--- config.mk ---
export PLATFORM = sky130hd
export DESIGN_NAME = glyph_row_run_rasterizer
export DESIGN_NICKNAME = d
export VERILOG_FILES = /design/src/rtl/grr_pkg.sv /design/src/rtl/glyph_row_run_rasterizer.sv /design/src/rtl/grr_queue.sv /design/src/rtl/grr_front.sv /design/src/rtl/grr_back.sv
export SDC_FILE = /design/constraint.sdc
export NUM_CORES = 1
export LEC_CHECK = 0
export BUFFER_PORTS_ARGS = -buffer_cell sky130_fd_sc_hd__buf_2
export CORE_AREA = 2 2 290 292
export CTS_BUF_LIST = sky130_fd_sc_hd__clkbuf_8
export DETAILED_ROUTE_END_ITERATION = 6
export DIE_AREA = 0 0 292 294
export PLACE_DENSITY = 0.6
export SLEW_MARGIN = 10
export SYNTH_ARGS = -nofsm -noshare
export SYNTH_HDL_FRONTEND = slang
export SYNTH_SLANG_ARGS = --single-unit
--- constraint.sdc ---
create_clock -name aclk -period 8.1 [get_ports aclk]
set_input_delay 1.62 -clock aclk [delete_from_list [all_inputs] [get_ports aclk]]
set_output_delay 1.62 -clock aclk [all_outputs]
set_load 0.02 [all_outputs]
--- src/rtl/grr_pkg.sv ---
// ----------------------------------------------------------------------------
// grr_pkg
// Types and constants shared by the glyph row run rasterizer modules.
// ----------------------------------------------------------------------------
package grr_pkg;

    localparam int COORD_W    = 16;
    localparam int COLOR_W    = 16;
    localparam int RECT_W     = 13;
    localparam int SCALE_W    = 8;
    localparam int DIM_W      = 5;
    localparam int ROW_BITS_W = 24;
    localparam int S_TDATA_W  = 64;
    localparam int M_TDATA_W  = 80;
    localparam int APB_ADDR_W = 5;
    localparam int APB_DATA_W = 32;
    localparam int QUEUE_DEPTH = 2;

    // Register map, index = paddr[4:2].
    typedef enum logic [2:0] {
        REG_INK_COLOR    = 3'd0,
        REG_PAPER_COLOR  = 3'd1,
        REG_SCALE        = 3'd2,
        REG_GLYPH_WIDTH  = 3'd3,
        REG_GLYPH_HEIGHT = 3'd4
    } reg_idx_t;

    localparam logic [COLOR_W-1:0] INK_COLOR_RST    = 16'hFFFF;
    localparam logic [COLOR_W-1:0] PAPER_COLOR_RST  = 16'h0000;
    localparam logic [SCALE_W-1:0] SCALE_RST        = 8'd1;
    localparam logic [DIM_W-1:0]   GLYPH_WIDTH_RST  = 5'd16;
    localparam logic [DIM_W-1:0]   GLYPH_HEIGHT_RST = 5'd16;

    // Kind of rectangle the back end is about to send.
    typedef enum logic [1:0] {
        OP_BG      = 2'd0,
        OP_OUTLINE = 2'd1,
        OP_RUN     = 2'd2
    } op_kind_t;

    typedef struct packed {
        logic [COLOR_W-1:0] ink_color;
        logic [COLOR_W-1:0] paper_color;
        logic [SCALE_W-1:0] scale;
        logic [DIM_W-1:0]   glyph_width;
        logic [DIM_W-1:0]   glyph_height;
    } cfg_t;

    // Classified command handed from the front end to the back end.
    typedef struct packed {
        logic [COORD_W-1:0] x0;
        logic [COORD_W-1:0] y0;
        logic [COORD_W-1:0] ry;
        logic [SCALE_W-1:0] s;
        logic [RECT_W-1:0]  bg_w;
        logic [RECT_W-1:0]  bg_h;
        logic               need_bg;
        logic               need_out;
    } cmd_hdr_t;

endpackage

--- src/rtl/glyph_row_run_rasterizer.sv ---
// ----------------------------------------------------------------------------
// glyph_row_run_rasterizer
// Turns glyph bitmap rows into filled and outline rectangle commands.
// ----------------------------------------------------------------------------
//
//   Channel   Direction  Protocol      Beat contents
//   s_axis    in         valid/ready   one glyph row (tuser = mode)
//   m_axis    out        valid/ready   one rectangle (tuser = outline, tlast)
//   APB       in/out     psel/penable  five configuration registers
//
// The front end classifies a row in the cycle it is taken and pushes it into
// a two-entry queue; rows that draw nothing are dropped there.
// The back end loads a command and then emits its rectangles one at a time,
// at most 13 per row (background plus up to twelve runs) with the default
// 24-column mask. The first beat passes through the queue, the command
// registers, the operation and result registers. Reset is synchronous
// and active low; it empties the queue and the output stages.
// A stalled m_axis fills the operation and result registers, then the queue,
// and only then deasserts s_axis_tready.
module glyph_row_run_rasterizer import grr_pkg::*; #(
    parameter int MAX_GLYPH_WIDTH = 24
) (
    input  logic                  aclk,
    input  logic                  aresetn,
    // Input row stream.
    input  logic                  s_axis_tvalid,
    output logic                  s_axis_tready,
    // tdata: x_origin[15:0], y_origin[31:16], row_index[36:32], row_bits[60:37]
    input  logic [S_TDATA_W-1:0]  s_axis_tdata,
    // tuser: mode[0]
    input  logic [0:0]            s_axis_tuser,
    // Rectangle command stream.
    output logic                  m_axis_tvalid,
    input  logic                  m_axis_tready,
    // tdata: rect_x[15:0], rect_y[31:16], rect_w[44:32], rect_h[57:45],
    //        rect_color[73:58]
    output logic [M_TDATA_W-1:0]  m_axis_tdata,
    // tuser: outline_only[0]
    output logic [0:0]            m_axis_tuser,
    output logic                  m_axis_tlast,
    // Configuration port.
    input  logic                  psel,
    input  logic                  penable,
    input  logic                  pwrite,
    input  logic [APB_ADDR_W-1:0] paddr,
    input  logic [APB_DATA_W-1:0] pwdata,
    output logic [APB_DATA_W-1:0] prdata,
    output logic                  pready
);

    localparam int QW = $bits(cmd_hdr_t) + MAX_GLYPH_WIDTH;

    cfg_t     cfg_reg;
    reg_idx_t reg_idx;
    logic     cfg_wr;

    cmd_hdr_t                   f_hdr, b_hdr;
    logic [MAX_GLYPH_WIDTH-1:0] f_mask, b_mask;
    logic                       f_valid, f_ready, b_valid, b_ready;
    logic [QW-1:0]              b_data;

    logic [COORD_W-1:0] out_x, out_y;
    logic [RECT_W-1:0]  out_w, out_h;
    logic [COLOR_W-1:0] out_color;
    logic               out_outline;

    // Register file. The word index is the byte address divided by four.
    assign reg_idx = reg_idx_t'(paddr[APB_ADDR_W-1:2]);
    assign cfg_wr  = psel && penable && pwrite && pready;
    assign pready  = 1'b1;

    always_ff @(posedge aclk) begin
        if (!aresetn) begin
            cfg_reg.ink_color    <= INK_COLOR_RST;
            cfg_reg.paper_color  <= PAPER_COLOR_RST;
            cfg_reg.scale        <= SCALE_RST;
            cfg_reg.glyph_width  <= GLYPH_WIDTH_RST;
            cfg_reg.glyph_height <= GLYPH_HEIGHT_RST;
        end else if (cfg_wr) begin
            unique case (reg_idx)
                REG_INK_COLOR:    cfg_reg.ink_color    <= pwdata[COLOR_W-1:0];
                REG_PAPER_COLOR:  cfg_reg.paper_color  <= pwdata[COLOR_W-1:0];
                REG_SCALE:        cfg_reg.scale        <= pwdata[SCALE_W-1:0];
                REG_GLYPH_WIDTH:  cfg_reg.glyph_width  <= pwdata[DIM_W-1:0];
                REG_GLYPH_HEIGHT: cfg_reg.glyph_height <= pwdata[DIM_W-1:0];
                default: begin
                end
            endcase
        end
    end

    always_comb begin
        unique case (reg_idx)
            REG_INK_COLOR:    prdata = {{(APB_DATA_W-COLOR_W){1'b0}}, cfg_reg.ink_color};
            REG_PAPER_COLOR:  prdata = {{(APB_DATA_W-COLOR_W){1'b0}}, cfg_reg.paper_color};
            REG_SCALE:        prdata = {{(APB_DATA_W-SCALE_W){1'b0}}, cfg_reg.scale};
            REG_GLYPH_WIDTH:  prdata = {{(APB_DATA_W-DIM_W){1'b0}}, cfg_reg.glyph_width};
            REG_GLYPH_HEIGHT: prdata = {{(APB_DATA_W-DIM_W){1'b0}}, cfg_reg.glyph_height};
            default:          prdata = '0;
        endcase
    end

    grr_front #(
        .MAX_GLYPH_WIDTH(MAX_GLYPH_WIDTH)
    ) u_front (
        .cfg      (cfg_reg),
        .in_valid (s_axis_tvalid),
        .in_ready (s_axis_tready),
        .in_mode  (s_axis_tuser[0]),
        .in_x     (s_axis_tdata[15:0]),
        .in_y     (s_axis_tdata[31:16]),
        .in_row   (s_axis_tdata[36:32]),
        .in_bits  (s_axis_tdata[60:37]),
        .q_valid  (f_valid),
        .q_ready  (f_ready),
        .q_hdr    (f_hdr),
        .q_mask   (f_mask)
    );

    grr_queue #(
        .WIDTH(QW)
    ) u_queue (
        .aclk       (aclk),
        .aresetn    (aresetn),
        .push_valid (f_valid),
        .push_ready (f_ready),
        .push_data  ({f_hdr, f_mask}),
        .pop_valid  (b_valid),
        .pop_ready  (b_ready),
        .pop_data   (b_data)
    );

    assign b_hdr  = b_data[QW-1:MAX_GLYPH_WIDTH];
    assign b_mask = b_data[MAX_GLYPH_WIDTH-1:0];

    grr_back #(
        .MAX_GLYPH_WIDTH(MAX_GLYPH_WIDTH)
    ) u_back (
        .aclk      (aclk),
        .aresetn   (aresetn),
        .cfg       (cfg_reg),
        .q_valid   (b_valid),
        .q_ready   (b_ready),
        .q_hdr     (b_hdr),
        .q_mask    (b_mask),
        .m_valid   (m_axis_tvalid),
        .m_ready   (m_axis_tready),
        .m_x       (out_x),
        .m_y       (out_y),
        .m_w       (out_w),
        .m_h       (out_h),
        .m_color   (out_color),
        .m_outline (out_outline),
        .m_last    (m_axis_tlast)
    );

    // Pack the rectangle fields, lowest field first, zero filled to 80 bits.
    assign m_axis_tdata = {6'b0, out_color, out_h, out_w, out_y, out_x};
    assign m_axis_tuser = out_outline;

endmodule

--- src/rtl/grr_queue.sv ---
// ----------------------------------------------------------------------------
// grr_queue
// Short first-in first-out queue of classified commands.
// ----------------------------------------------------------------------------
module grr_queue import grr_pkg::*; #(
    parameter int WIDTH = 8
) (
    input  logic             aclk,
    input  logic             aresetn,
    input  logic             push_valid,
    output logic             push_ready,
    input  logic [WIDTH-1:0] push_data,
    output logic             pop_valid,
    input  logic             pop_ready,
    output logic [WIDTH-1:0] pop_data
);

    localparam int PTR_W = (QUEUE_DEPTH > 1) ? $clog2(QUEUE_DEPTH) : 1;
    localparam int CNT_W = $clog2(QUEUE_DEPTH + 1);

    logic [WIDTH-1:0] entry_reg [QUEUE_DEPTH];
    logic [PTR_W-1:0] wr_ptr_reg, wr_ptr_next;
    logic [PTR_W-1:0] rd_ptr_reg, rd_ptr_next;
    logic [CNT_W-1:0] cnt_reg, cnt_next;
    logic             do_push, do_pop;

    assign push_ready = (cnt_reg != CNT_W'(QUEUE_DEPTH));
    assign pop_valid  = (cnt_reg != '0);
    assign pop_data   = entry_reg[rd_ptr_reg];
    assign do_push    = push_valid && push_ready;
    assign do_pop     = pop_valid && pop_ready;

    always_comb begin
        wr_ptr_next = wr_ptr_reg;
        rd_ptr_next = rd_ptr_reg;
        cnt_next    = cnt_reg;
        if (do_push) begin
            wr_ptr_next = (wr_ptr_reg == PTR_W'(QUEUE_DEPTH - 1)) ? '0 : wr_ptr_reg + 1'b1;
        end
        if (do_pop) begin
            rd_ptr_next = (rd_ptr_reg == PTR_W'(QUEUE_DEPTH - 1)) ? '0 : rd_ptr_reg + 1'b1;
        end
        if (do_push && !do_pop) begin
            cnt_next = cnt_reg + 1'b1;
        end else if (do_pop && !do_push) begin
            cnt_next = cnt_reg - 1'b1;
        end
    end

    always_ff @(posedge aclk) begin
        if (!aresetn) begin
            wr_ptr_reg <= '0;
            rd_ptr_reg <= '0;
            cnt_reg    <= '0;
        end else begin
            wr_ptr_reg <= wr_ptr_next;
            rd_ptr_reg <= rd_ptr_next;
            cnt_reg    <= cnt_next;
        end
    end

    always_ff @(posedge aclk) begin
        if (do_push) begin
            entry_reg[wr_ptr_reg] <= push_data;
        end
    end

endmodule

--- src/rtl/grr_front.sv ---
// ----------------------------------------------------------------------------
// grr_front
// Classifies an incoming row: clamps the glyph size, builds the column mask,
// precomputes scaled sizes and drops items that produce no rectangles.
// ----------------------------------------------------------------------------
module grr_front import grr_pkg::*; #(
    parameter int MAX_GLYPH_WIDTH = 24
) (
    input  cfg_t                       cfg,
    input  logic                       in_valid,
    output logic                       in_ready,
    input  logic                       in_mode,
    input  logic [COORD_W-1:0]         in_x,
    input  logic [COORD_W-1:0]         in_y,
    input  logic [DIM_W-1:0]           in_row,
    input  logic [ROW_BITS_W-1:0]      in_bits,
    output logic                       q_valid,
    input  logic                       q_ready,
    output cmd_hdr_t                   q_hdr,
    output logic [MAX_GLYPH_WIDTH-1:0] q_mask
);

    localparam logic [DIM_W:0] MAX_DIM = (DIM_W + 1)'(MAX_GLYPH_WIDTH);

    logic [SCALE_W-1:0]         s_eff;
    logic [DIM_W-1:0]           w_clamp;
    logic [DIM_W-1:0]           h_clamp;
    logic [RECT_W-1:0]          row_off;
    logic [MAX_GLYPH_WIDTH-1:0] col_mask;
    logic                       run_en;
    logic                       need_bg;
    logic                       keep;

    assign s_eff   = (cfg.scale == '0) ? SCALE_W'(1) : cfg.scale;
    assign w_clamp = ({1'b0, cfg.glyph_width} > MAX_DIM) ? MAX_DIM[DIM_W-1:0]
                                                         : cfg.glyph_width;
    assign h_clamp = ({1'b0, cfg.glyph_height} > MAX_DIM) ? MAX_DIM[DIM_W-1:0]
                                                          : cfg.glyph_height;

    // Column c of the mask is pixel c of the row; columns past the row bits
    // or past the glyph width read as clear.
    for (genvar c = 0; c < MAX_GLYPH_WIDTH; c++) begin : g_col
        if (c < ROW_BITS_W) begin : g_in
            assign col_mask[c] = in_bits[ROW_BITS_W-1-c] &&
                                 ((DIM_W + 1)'(c) < {1'b0, w_clamp});
        end else begin : g_out
            assign col_mask[c] = 1'b0;
        end
    end

    assign run_en  = !in_mode && (in_row < h_clamp);
    assign need_bg = in_mode || (in_row == '0);
    assign q_mask  = run_en ? col_mask : '0;
    assign keep    = need_bg || (q_mask != '0);

    assign row_off = {{(RECT_W-DIM_W){1'b0}}, in_row} * {{(RECT_W-SCALE_W){1'b0}}, s_eff};

    assign q_hdr.x0       = in_x;
    assign q_hdr.y0       = in_y;
    assign q_hdr.ry       = in_y + {{(COORD_W-RECT_W){1'b0}}, row_off};
    assign q_hdr.s        = s_eff;
    assign q_hdr.bg_w     = {{(RECT_W-DIM_W){1'b0}}, w_clamp} *
                            {{(RECT_W-SCALE_W){1'b0}}, s_eff};
    assign q_hdr.bg_h     = {{(RECT_W-DIM_W){1'b0}}, h_clamp} *
                            {{(RECT_W-SCALE_W){1'b0}}, s_eff};
    assign q_hdr.need_bg  = need_bg;
    assign q_hdr.need_out = in_mode;

    // Items with nothing to draw are taken and discarded here.
    assign q_valid  = in_valid && keep;
    assign in_ready = q_ready;

endmodule

--- src/rtl/grr_back.sv ---
// ----------------------------------------------------------------------------
// grr_back
// Walks one command at a time: background, outline, then one run per cycle
// unless m_ready stalls it, through an operation register and a result register.
// ----------------------------------------------------------------------------
module grr_back import grr_pkg::*; #(
    parameter int MAX_GLYPH_WIDTH = 24
) (
    input  logic                       aclk,
    input  logic                       aresetn,
    input  cfg_t                       cfg,
    input  logic                       q_valid,
    output logic                       q_ready,
    input  cmd_hdr_t                   q_hdr,
    input  logic [MAX_GLYPH_WIDTH-1:0] q_mask,
    output logic                       m_valid,
    input  logic                       m_ready,
    output logic [COORD_W-1:0]         m_x,
    output logic [COORD_W-1:0]         m_y,
    output logic [RECT_W-1:0]          m_w,
    output logic [RECT_W-1:0]          m_h,
    output logic [COLOR_W-1:0]         m_color,
    output logic                       m_outline,
    output logic                       m_last
);

    localparam int MW = MAX_GLYPH_WIDTH;
    localparam int LW = $clog2(MAX_GLYPH_WIDTH + 1);
    localparam int PW = LW + SCALE_W;

    localparam logic ST_IDLE = 1'b0;
    localparam logic ST_EMIT = 1'b1;

    logic            st_reg, st_next;
    cmd_hdr_t        cur_hdr_reg, cur_hdr_next;
    logic [MW-1:0]   mask_reg, mask_next;
    logic            need_bg_reg, need_bg_next;
    logic            need_out_reg, need_out_next;

    logic            op_valid_reg, op_valid_next;
    op_kind_t        op_kind_reg, op_kind_next;
    logic [LW-1:0]   op_start_reg, op_start_next;
    logic [LW-1:0]   op_len_reg, op_len_next;
    logic            op_last_reg, op_last_next;
    cmd_hdr_t        op_hdr_reg;

    logic            m_valid_reg, m_valid_next;
    logic [COORD_W-1:0] m_x_reg, m_y_reg;
    logic [RECT_W-1:0]  m_w_reg, m_h_reg;
    logic [COLOR_W-1:0] m_color_reg;
    logic            m_outline_reg, m_last_reg;

    logic [MW-1:0]   lsb;
    logic [MW:0]     carry_sum;
    logic [MW-1:0]   mask_after;
    logic [LW-1:0]   run_lo, run_hi;
    logic            out_load, emit;

    logic [PW-1:0]      off_prod, len_prod;
    logic [COORD_W-1:0] rx, ry;
    logic [RECT_W-1:0]  rw, rh;
    logic [COLOR_W-1:0] rcolor;
    logic               routline;

    // Run extraction: the lowest set bit starts the run; adding it ripples
    // through the run and lands on the first clear column after it.
    assign lsb        = mask_reg & (~mask_reg + 1'b1);
    assign carry_sum  = {1'b0, mask_reg} + {1'b0, lsb};
    assign mask_after = mask_reg & carry_sum[MW-1:0];

    always_comb begin
        run_lo = '0;
        for (int i = MW - 1; i >= 0; i--) begin
            if (mask_reg[i]) begin
                run_lo = LW'(i);
            end
        end
    end

    always_comb begin
        run_hi = '0;
        for (int i = MW; i >= 0; i--) begin
            if (carry_sum[i]) begin
                run_hi = LW'(i);
            end
        end
    end

    assign out_load = op_valid_reg && (!m_valid_reg || m_ready);
    assign emit     = (st_reg == ST_EMIT) && (!op_valid_reg || out_load);
    assign q_ready  = (st_reg == ST_IDLE);

    always_comb begin
        st_next       = st_reg;
        cur_hdr_next  = cur_hdr_reg;
        mask_next     = mask_reg;
        need_bg_next  = need_bg_reg;
        need_out_next = need_out_reg;
        op_kind_next  = op_kind_reg;
        op_start_next = op_start_reg;
        op_len_next   = op_len_reg;
        op_last_next  = op_last_reg;
        op_valid_next = op_valid_reg;
        if (out_load) begin
            op_valid_next = 1'b0;
        end
        unique case (st_reg)
            ST_IDLE: begin
                if (q_valid) begin
                    cur_hdr_next  = q_hdr;
                    mask_next     = q_mask;
                    need_bg_next  = q_hdr.need_bg;
                    need_out_next = q_hdr.need_out;
                    st_next       = ST_EMIT;
                end
            end
            ST_EMIT: begin
                if (emit) begin
                    op_valid_next = 1'b1;
                    priority if (need_bg_reg) begin
                        op_kind_next = OP_BG;
                        op_last_next = !need_out_reg && (mask_reg == '0);
                        need_bg_next = 1'b0;
                    end else if (need_out_reg) begin
                        op_kind_next  = OP_OUTLINE;
                        op_last_next  = (mask_reg == '0);
                        need_out_next = 1'b0;
                    end else begin
                        op_kind_next  = OP_RUN;
                        op_start_next = run_lo;
                        op_len_next   = run_hi - run_lo;
                        op_last_next  = (mask_after == '0);
                        mask_next     = mask_after;
                    end
                    if (op_last_next) begin
                        st_next = ST_IDLE;
                    end
                end
            end
        endcase
    end

    // Result computation from the operation register.
    assign off_prod = {{SCALE_W{1'b0}}, op_start_reg} * {{LW{1'b0}}, op_hdr_reg.s};
    assign len_prod = {{SCALE_W{1'b0}}, op_len_reg} * {{LW{1'b0}}, op_hdr_reg.s};

    always_comb begin
        rx       = op_hdr_reg.x0;
        ry       = op_hdr_reg.y0;
        rw       = op_hdr_reg.bg_w;
        rh       = op_hdr_reg.bg_h;
        rcolor   = cfg.paper_color;
        routline = 1'b0;
        unique case (op_kind_reg)
            OP_BG: begin
                rcolor = cfg.paper_color;
            end
            OP_OUTLINE: begin
                rcolor   = cfg.ink_color;
                routline = 1'b1;
            end
            OP_RUN: begin
                rx     = op_hdr_reg.x0 + COORD_W'(off_prod);
                ry     = op_hdr_reg.ry;
                rw     = RECT_W'(len_prod);
                rh     = {{(RECT_W-SCALE_W){1'b0}}, op_hdr_reg.s};
                rcolor = cfg.ink_color;
            end
            default: begin
                rcolor = cfg.paper_color;
            end
        endcase
    end

    always_comb begin
        m_valid_next = m_valid_reg;
        if (out_load) begin
            m_valid_next = 1'b1;
        end else if (m_ready) begin
            m_valid_next = 1'b0;
        end
    end

    always_ff @(posedge aclk) begin
        if (!aresetn) begin
            st_reg       <= ST_IDLE;
            op_valid_reg <= 1'b0;
            m_valid_reg  <= 1'b0;
            need_bg_reg  <= 1'b0;
            need_out_reg <= 1'b0;
            mask_reg     <= '0;
        end else begin
            st_reg       <= st_next;
            op_valid_reg <= op_valid_next;
            m_valid_reg  <= m_valid_next;
            need_bg_reg  <= need_bg_next;
            need_out_reg <= need_out_next;
            mask_reg     <= mask_next;
        end
    end

    always_ff @(posedge aclk) begin
        cur_hdr_reg  <= cur_hdr_next;
        op_kind_reg  <= op_kind_next;
        op_start_reg <= op_start_next;
        op_len_reg   <= op_len_next;
        op_last_reg  <= op_last_next;
        if (emit) begin
            op_hdr_reg <= cur_hdr_reg;
        end
        if (out_load) begin
            m_x_reg       <= rx;
            m_y_reg       <= ry;
            m_w_reg       <= rw;
            m_h_reg       <= rh;
            m_color_reg   <= rcolor;
            m_outline_reg <= routline;
            m_last_reg    <= op_last_reg;
        end
    end

    assign m_valid   = m_valid_reg;
    assign m_x       = m_x_reg;
    assign m_y       = m_y_reg;
    assign m_w       = m_w_reg;
    assign m_h       = m_h_reg;
    assign m_color   = m_color_reg;
    assign m_outline = m_outline_reg;
    assign m_last    = m_last_reg;

endmodule

==> results.py <==
metrics = {
    "run_status": {
        "status": "completed",
    },
    "layout": {
        "final_nets": 2931,
        "largest_register_ffs": 216,
        "layout.cells.most_common": "edfxtp_1",
        "syn2layout_area_growth_pct": 12.3,
        "final_cell_mix": "edfxtp_1 (469), nand2_1 (228), inv_1 (220)",
        "drive_gt1_frac": 0.191,
    },
    "placement": {
        "globalplace.congestion": 0.888,
        "hpwlAfterDp_mm": 49.1,
        "place_ws_ns": 2.07,
        "port_buffers": 181,
    },
    "logic_synthesis": {
        "muxShareOfSynthArea": 0.0749,
        "synthXorXnorAreaFrac": 0.0181,
        "yosysUniqueCellTypes": 87,
        "synth_simple_gate_area_frac": 0.109,
        "synth_edf_count": 469,
        "async_flop_share": 0,
        "synth_area_per_cell_um2": 12.2,
        "synthFlopType": "edfxtp_1",
        "synthCells": 2427,
        "synth_compound_area_frac": 0.0885,
        "synth_top_family_by_area": "adder cells",
        "ys_warn_count": 0,
        "synth_fa_ha_area_frac": 0.127,
        "ys_seq_area_frac": 0.534,
        "ys_ff_latch": 553,
        "synth_area_um2": 29500,
    },
    "floorplanning": {
        "die_area_um2": 85800,
        "dieWidth_um": 292,
        "io_pins": 226,
        "initial_core_util": 0.356,
        "rows": 106,
        "core-area_um2": 82900,
        "die_y_um": 294,
    },
    "clocking": {
        "clk_latency_ns": 0.70,
        "htree_levels": 3,
        "ctsRootBufferMaster": "clkbuf_8",
        "cts_resized": 0,
        "hold_buffers": 0,
        "cts_sinks": 553,
        "cts_buffer_depth": 3,
        "cts_setup_buffers": 0,
        "clk_pin_slew_worst_paths_ns": 0.07,
        "numCtsBuffers": 91,
        "cts_tree": "yes",
    },
    "worst_setup_path": {
        "r2r_setup_slack_ns": 2.35,
        "worstPathArrival_ns": 6.15,
        "r2r-start": "cfg_reg[14]$_SDFFE_PN0P_",
        "startpoint_type": "register",
        "path_max_fanout": 20,
        "reg2reg_to": "u_queue.entry_reg[1][74]$_DFFE_PP_",
        "critPathKind": "reg2reg",
        "worstPathRequired_ns": 8.50,
        "reg2reg_depth": 19,
        "end_kind": "register",
    },
    "route": {
        "drtPass1Iterations": 7,
        "drc": 0,
        "drtAntennaViolNets": 0,
        "wl_mm": 70.1,
        "vias": 18800,
        "detail_route.wl_per_cell_um": 18.7,
        "vias_per_cell": 5.04,
        "initialDrtViolationCount": 1221,
    },
    "hold_path": {
        "holdPathStages": 0,
        "holdPathEnd": "u_back.op_hdr_reg[39]$_DFFE_PP_",
        "min_from": "u_back.cur_hdr_reg[39]$_DFFE_PP_",
        "hp-class": "reg2reg",
    },
    "timing": {
        "grt_setup_unrepaired": "false",
        "tns_ns": 0,
        "final_max_slew_viol_count": 0,
        "period_share": 0.709,
        "relSlewSlack": 0.181,
        "hold_viol": 0,
        "skew_ns": 0.0408,
        "finalSetupViolations": 0,
        "layout_setup_ws_ns": 2.35,
        "fmax_mhz": 174,
        "worst_slew_pin_slew_ns": 1.22,
        "fin_crit_ns": 5.75,
        "hold_slack_ns": 0.392,
    },
    "grt": {
        "grt_usage": 0.161,
        "overflow": 0,
        "grt_max_degree": 85,
        "grt_pass1_vias": 19500,
        "grt_pass1_wl_mm": 109,
        "antenna_found_initial": 8,
    },
    "power": {
        "cellPowerDensity_nw_per_um2": 402,
        "combPwrFrac": 0.484,
        "leakage_nw": 13.1,
        "finalPower_w": 0.0133,
        "clockPowerShare": 0.174,
        "switching_share": 0.397,
        "power_switching_w": 0.00529,
        "seqPwrFrac": 0.341,
        "internal_power_w": 0.00803,
        "peakVddDrop_v": 0.000341,
    },
    "flow_run": {
        "maxCapViolCount": 0,
    },
}
-- Yosys cell counts (all sizes together) (44+ instances only) --
cell type / count / area [um^2]
edfxtp: 469 / 14100
nand2: 228 / 856
inv: 193 / 724
mux2: 142 / 1600
clkbuf: 123 / 463
ha: 120 / 1500
fa: 113 / 2260
nor2: 109 / 409
a21oi: 96 / 480
and2: 95 / 594
dfxtp: 84 / 1680
mux2i: 61 / 611
o21ai: 51 / 270
xnor2: 50 / 438
nor2b: 46 / 288
nand3: 44 / 220
-- layer usage --
layer / vias to the layer above / share of wire / track usage
met2: 542 / 0.49 / 0.272
met1: 9260 / 0.44 / 0.210
met4: 10 / 0.021 / 0.0549
li1: 8902 / - / -
met5: - / 0.00077 / 0
met3: 117 / 0.051 / 0.0279
-- layout make-up --
| cell class | instances | area [um^2] |
|---|---|---|
| well taps | 1080 | 1350 |
| repair buffers | 207 | 1110 |
| flip-flops and latches | 553 | 15800 |
| inverters | 193 | 727 |
| multi-input cells | 1543 | 12500 |
| clock buffers | 93 | 1280 |
| fillers | 7757 | 49700 |
| clock inverters | 67 | 447 |
| diodes | 3 | 7.51 |
-- logic make-up after synthesis --
logic type | count (synthesis)
buffers and inverters | 352
AOI/OAI and AO/OA | 376
and+or+nand+nor | 647
muxes | 203
adders and majority gates | 233
xor gates and xnor gates | 61
other | 2
DFF | 553
-- per-stage QoR --
| step | area [um^2] | instances | util |
|---|---|---|---|
| 2_1_floorplan | 29600 | 2448 | - |
| 3_3_place_gp | 31400 | 3576 | 0.379 |
| 3_5_place_dp | 31400 | 3576 | 0.379 |
| 4_1_cts | 33200 | 3736 | 0.400 |
| 5_1_grt | 33200 | 3739 | 0.400 |
| 6_report | 33200 | 3739 | 0.400 |
-- worst max path at each step --
stage	slack [ns]	start	cells past startpoint	to
floorplan	1.84	s_axis_tdata[33]	8	u_queue.entry_reg[0][0]$_DFFE_PP_
global placement	2.05	s_axis_tdata[36]	16	u_queue.entry_reg[0][74]$_DFFE_PP_
detailed placement	2.07	s_axis_tdata[36]	16	u_queue.entry_reg[1][74]$_DFFE_PP_
CTS	2.38	cfg_reg[14]$_SDFFE_PN0P_	19	u_queue.entry_reg[1][74]$_DFFE_PP_
global route	2.02	cfg_reg[14]$_SDFFE_PN0P_	19	u_queue.entry_reg[1][74]$_DFFE_PP_
finish	2.35	cfg_reg[14]$_SDFFE_PN0P_	19	u_queue.entry_reg[1][74]$_DFFE_PP_
-- power groups by stage --
stage	Clock, W	Sequential [W]	Combinational, W
after floorplan	0	0.00447	0.00494
after global placement	0	0.00458	0.00641
after detailed placement	0	0.00461	0.00648
after CTS	0.00240	0.00455	0.00654
after global routing	0.00252	0.00462	0.00726
final	0.00232	0.00455	0.00645
-- worst max-delay path, stage by stage, from the launching register on --
cell and delay, ns:
dfxtp_1 0.30, buf_4 0.21, nor4_1 0.37, a21oi_1 0.22, inv_1 0.44, nand2_1 0.15, fa_1 0.53, fa_1 0.52
fa_1 0.54, inv_1 0.04, ha_1 0.32, a21o_1 0.16, a21oi_1 0.24, o21bai_1 0.10, a21oi_1 0.24, o21bai_1 0.09
a21oi_1 0.22, o21ai_0 0.18, o41ai_1 0.41, xnor2_1 0.16
Power figures use the tool's default switching activity.
